===== config.mk =====
export PLATFORM = sky130hd
export DESIGN_NAME = qrs_front
export DESIGN_NICKNAME = d
export VERILOG_FILES = /design/src/rtl/core/qrs_pkg.sv /design/src/rtl/core/qrs_front.sv
export SDC_FILE = /design/constraint.sdc
export NUM_CORES = 2
export LEC_CHECK = 0
export BUFFER_PORTS_ARGS = -buffer_cell sky130_fd_sc_hd__buf_4
export CORE_ASPECT_RATIO = 1.4
export CORE_UTILIZATION = 35
export CTS_CLUSTER_SIZE = 10
export DETAILED_ROUTE_END_ITERATION = 10
export GPL_TIMING_DRIVEN = 0
export PLACE_DENSITY = 0.61
export SYNTH_ARGS = -nofsm -noshare
export SYNTH_HDL_FRONTEND = slang
export SYNTH_SLANG_ARGS = --single-unit

===== constraint.sdc =====
create_clock -name clock -period 9.2 [get_ports clock]
set_clock_uncertainty 0.2 [all_clocks]
set_input_delay 0.46 -clock clock [delete_from_list [all_inputs] [get_ports clock]]
set_output_delay 0.46 -clock clock [all_outputs]
set_load 0.005 [all_outputs]

===== src/rtl/core/qrs_pkg.sv =====
// Shared widths, result kind codes and sideband types for the quadratic root solver.
// No dependencies; every other file of the block imports this package.
`default_nettype none
package qrs_pkg;

   localparam int COEF_WIDTH  = 16;
   localparam int FRAC_BITS   = 16;
   localparam int VALUE_WIDTH = 40;
   localparam int KIND_WIDTH  = 2;

   // products and discriminant
   localparam int PROD_WIDTH = 2 * COEF_WIDTH;
   localparam int DISC_WIDTH = 2 * COEF_WIDTH + 3;
   localparam int MAG_WIDTH  = 2 * COEF_WIDTH + 2;

   // square root: radicand is |d| scaled by 2^(2*FRAC_BITS)
   localparam int RAD_WIDTH  = MAG_WIDTH + 2 * FRAC_BITS;
   localparam int ROOT_WIDTH = RAD_WIDTH / 2;
   localparam int SREM_WIDTH = ROOT_WIDTH + 2;

   // numerators and divisor
   localparam int NB_WIDTH   = COEF_WIDTH + FRAC_BITS + 1;
   localparam int NUM_WIDTH  = ROOT_WIDTH + 2;
   localparam int DEN_WIDTH  = COEF_WIDTH + 1;
   localparam int DMAG_WIDTH = COEF_WIDTH + 1;
   localparam int DREM_WIDTH = DMAG_WIDTH + 1;

   localparam int LANES = 2;

   // result kinds
   localparam logic [KIND_WIDTH-1:0] KIND_TWO_REAL = 2'd0;
   localparam logic [KIND_WIDTH-1:0] KIND_DOUBLE   = 2'd1;
   localparam logic [KIND_WIDTH-1:0] KIND_COMPLEX  = 2'd2;
   localparam logic [KIND_WIDTH-1:0] KIND_DEGEN    = 2'd3;

   // sideband that rides along the square root pipeline
   typedef struct packed {
      logic [KIND_WIDTH-1:0]        kind;
      logic signed [NB_WIDTH-1:0]   nb;
      logic signed [DEN_WIDTH-1:0]  den;
   } qrs_side_type;

endpackage
`default_nettype wire


===== src/rtl/core/qrs_front.sv =====
// Front end: two register stages forming b*b, a*c, then the discriminant and kind.
// Depends on qrs_pkg.
`default_nettype none
module qrs_front (
   input  wire logic                                    clock,
   input  wire logic                                    reset,
   input  wire logic                                    advance,
   input  wire logic                                    in_valid,
   input  wire logic signed [qrs_pkg::COEF_WIDTH-1:0]   coef_a,
   input  wire logic signed [qrs_pkg::COEF_WIDTH-1:0]   coef_b,
   input  wire logic signed [qrs_pkg::COEF_WIDTH-1:0]   coef_c,
   output logic                                         out_valid,
   output logic [qrs_pkg::MAG_WIDTH-1:0]                out_mag,
   output qrs_pkg::qrs_side_type                        out_side
);
   import qrs_pkg::*;

   logic                            v1_ff;
   logic signed [PROD_WIDTH-1:0]    bb_ff, ac_ff;
   logic signed [COEF_WIDTH-1:0]    a1_ff, b1_ff;
   logic                            v2_ff;
   logic [MAG_WIDTH-1:0]            mag_ff, mag_in;
   qrs_side_type                    side_ff, side_in;
   logic signed [DISC_WIDTH-1:0]    disc;

   // stage one: products
   always_ff @(posedge clock) begin
      if (reset) begin
         v1_ff <= 1'b0;
      end else if (advance) begin
         v1_ff <= in_valid;
      end
      if (advance) begin
         bb_ff <= coef_b * coef_b;
         ac_ff <= coef_a * coef_c;
         a1_ff <= coef_a;
         b1_ff <= coef_b;
      end
   end

   // stage two: discriminant, magnitude, kind, -b scaled, 2a
   always_comb begin
      disc = DISC_WIDTH'(bb_ff) - (DISC_WIDTH'(ac_ff) <<< 2);
      mag_in = disc[DISC_WIDTH-1] ? MAG_WIDTH'(-disc) : MAG_WIDTH'(disc);
      if (a1_ff == '0) begin
         side_in.kind = KIND_DEGEN;
      end else if (disc[DISC_WIDTH-1]) begin
         side_in.kind = KIND_COMPLEX;
      end else if (disc == '0) begin
         side_in.kind = KIND_DOUBLE;
      end else begin
         side_in.kind = KIND_TWO_REAL;
      end
      side_in.nb  = -(NB_WIDTH'(b1_ff) <<< FRAC_BITS);
      side_in.den = DEN_WIDTH'(a1_ff) <<< 1;
   end

   always_ff @(posedge clock) begin
      if (reset) begin
         v2_ff <= 1'b0;
      end else if (advance) begin
         v2_ff <= v1_ff;
      end
      if (advance) begin
         mag_ff  <= mag_in;
         side_ff <= side_in;
      end
   end

   assign out_valid = v2_ff;
   assign out_mag   = mag_ff;
   assign out_side  = side_ff;

endmodule
`default_nettype wire


==> flow_metrics.env <==
export IMPL_status="finished, final reports clean"
export IMPL_synth_top_area_share_pct=36.92
export IMPL_clock_sinks=164
export IMPL_path_max_fanout=10
export IMPL_numPortBuffers=121
export IMPL_path_class="in2reg"
export IMPL_area_delta_synth_final_pct=11.19
export IMPL_slew_headroom_pct=20.11
export IMPL_finalNetCount=3638
export IMPL_syn_area_per_cell_sq_um=9.920
export IMPL_reg2reg_slack_ns=4.44
export IMPL_vias_per_cell=4.874
export IMPL_dp_hpwl_microns=54350
export IMPL_post_cts_setup_buffer_count=0
export IMPL_gp_congestion=0.9061
export IMPL_finalCriticalPeriod_ns=8.255
export IMPL_holdCritStartpoint="coef_b[0]"
export IMPL_clock_path_buffers=2
export IMPL_setup_viol_count_final=0
export IMPL_clk_pin_slew_ns=0.07
export IMPL_rsz0062_at_grt="false"
export IMPL_htreeDepth=4
export IMPL_syn_inst=2711
export IMPL_drtAntennaViolNets=0
export IMPL_maxCapViolations=0
export IMPL_ys_types=85
export IMPL_reg2reg_depth=15
export IMPL_ys_ff_latch=164
export IMPL_wire_per_inst_microns=16.86
export IMPL_drv_slew=0
export IMPL_crit_required_ns=9.25
export IMPL_drive_gt1_share_pct=7.453
export IMPL_holdPathEnd="bb_ff[0]"
export IMPL_synth_edf_count=162
export IMPL_synth_seq_area_share_pct=18.24
export IMPL_crit_path_end_kind="flip-flop"
export IMPL_worstHoldPathType="in2reg"
export IMPL_yosysWarningCount=0
export IMPL_finalCritPeriodShare_pct=89.73
export IMPL_fin_tns_setup_ns=0
export IMPL_async_flop_share_pct=0
export IMPL_max_freq_mhz=121.1
export IMPL_root_buffer="clkbuf_16"
export IMPL_syn_cell_area_sq_um=26890
export IMPL_diodes=0
export IMPL_boundaryPins=139
export IMPL_finalHoldViolCount=0
export IMPL_grt_overflow_total=0
export IMPL_synth_common_cells="inv_1, fa_1, nand2_1"
export IMPL_startpoint_type="input pin"
export IMPL_min_path_cells=1
export IMPL_r2r_start="bb_ff[2]"
export IMPL_vias=18844
export IMPL_grt_max_degree=97
export IMPL_first_global_vias=20209
export IMPL_grt_pass1_wl_microns=105400
export IMPL_synth_most_common_cell="inv_1"
export IMPL_die_area_sq_um=77970
export IMPL_fp_dieW_microns=236.3
export IMPL_first_pass_iters=5
export IMPL_routed_wl_microns=65180
export IMPL_die_h_microns=330.0
export IMPL_antenna_found_initial=2
export IMPL_cts_tree="built"
export IMPL_ys_flop_type="edfxtp_1"
export IMPL_grt_usage_pct=17.67
export IMPL_core_area_sq_um=75640
export IMPL_start_util_pct=35.56
export IMPL_synthTopCellsByArea="fa_1, edfxtp_1, ha_1"
export IMPL_rr_endpoint="out_mag[18]"
export IMPL_arrival_ns=8.30
export IMPL_clock_latency_ns=0.50
export IMPL_drc=0
export IMPL_drt_iter0_markers=867
export IMPL_cts_buffers=17
export IMPL_worst_pin_slew_ns=1.187
export IMPL_num_rows=119
export IMPL_synth_top_area_cell="fa_1"
==> metal layers <==
layer	vias up	GRT usage, %	wire [microns]
li1	8703	-	-
met1	9559	20.55	25230
met2	439	32.18	34650
met3	141	1.964	2338
met4	2	8.837	2943
met5	-	0	17
==> final cells by class <==
class	count	area [sq um]
Clock inverter	15	200.2
Multi-Input combinational cell	1822	19170
Inverter	646	2425
Tap cell	968	1211
Sequential cell	164	4905
Clock buffer	17	425.4
Fill cell	7539	45730
Buffer	95	449.2
Timing Repair Buffer	139	1114
==> kinds of logic (layout without fill, tap and decap cells) <==
family / after synthesis / count (layout) / synth area share, %
flops: 164 / 164 / 18.24
simple gates: 664 / 664 / 12.14
buf+inv: 741 / 912 / 10.69
mux: 9 / 9 / 0.3396
other cells: 1 / 17 / 0.01394
fa+ha+maj: 701 / 701 / 46.46
compound gates: 285 / 285 / 7.342
xor+xnor: 146 / 146 / 4.783
==> repair_timing <==
item	4_1_cts	5_1_grt
endpoints found under the setup margin	0	0
endpoints found under the hold margin	17	0
gates resized for setup	0	0
hold buffers	17	0
==> state kept, by name (all words and copies together) (netlist names) <==
register   flops
a1_ff         16
b1_ff         15
bb_ff         31
v1_ff          1
out_mag       34
out_valid      1
out_side      34
ac_ff         32
==> worst max path at each step <==
stage / slack (ns) / startpoint / depth (start not counted) / endpoint
after floorplan: 2.33 / coef_b[2] / 22 / bb_ff[30]
after global placement: 1.05 / coef_b[5] / 23 / bb_ff[30]
after detailed placement: 1.09 / coef_b[5] / 23 / bb_ff[30]
after CTS: 1.03 / coef_b[5] / 24 / bb_ff[30]
after global routing: 0.46 / coef_b[5] / 24 / bb_ff[30]
final: 0.94 / coef_b[5] / 24 / bb_ff[30]
==> stage by stage <==
stage               utilization, %  std cells  setup WS (ns)  instance area [sq um]  hold slack, ns
floorplan                        -       2727          2.327                  26950          0.2268
global placement             38.44       3816          1.049                  29070          0.2322
detailed placement           38.48       3817          1.088                  29110          0.2386
CTS                          39.54       3866          1.029                  29900        0.004915
global route                 39.54       3866         0.4582                  29900         0.01769
finish                       39.54       3866         0.9449                  29900         0.03487
==> layout by cell type, fill, tap and decap left out, drive strengths merged, types with 42 or more instances in the layout <==
| cell | count |
|---|---|
| nor2 | 118 |
| xor2 | 42 |
| inv | 650 |
| and2 | 164 |
| ha | 205 |
| clkbuf | 82 |
| o21ai | 52 |
| edfxtp | 162 |
| fa | 496 |
| nand2 | 244 |
| a21oi | 75 |
| buf | 152 |
| xnor2 | 104 |
==> worst max-delay path, cell delays in order <==
cell and delay [ns]:
dlygate4sd3_1 0.53, buf_4 0.11, clkbuf_1 0.51, clkbuf_1 0.59, nand2_1 0.16, fa_1 0.59, fa_1 0.49, fa_1 0.52
inv_1 0.05, fa_1 0.50, fa_1 0.50, inv_1 0.05, fa_1 0.47, inv_1 0.04, ha_1 0.35, a21o_1 0.20
a221o_1 0.34, a221o_1 0.40, a211oi_1 0.38, o21ai_1 0.21, nor3_1 0.39, o311ai_1 0.16, a21oi_1 0.20, xnor2_1 0.08
Power is left out: the tool's default activity adds up to more than one toggle a clock period on the data nets, which glitch-free logic cannot reach.
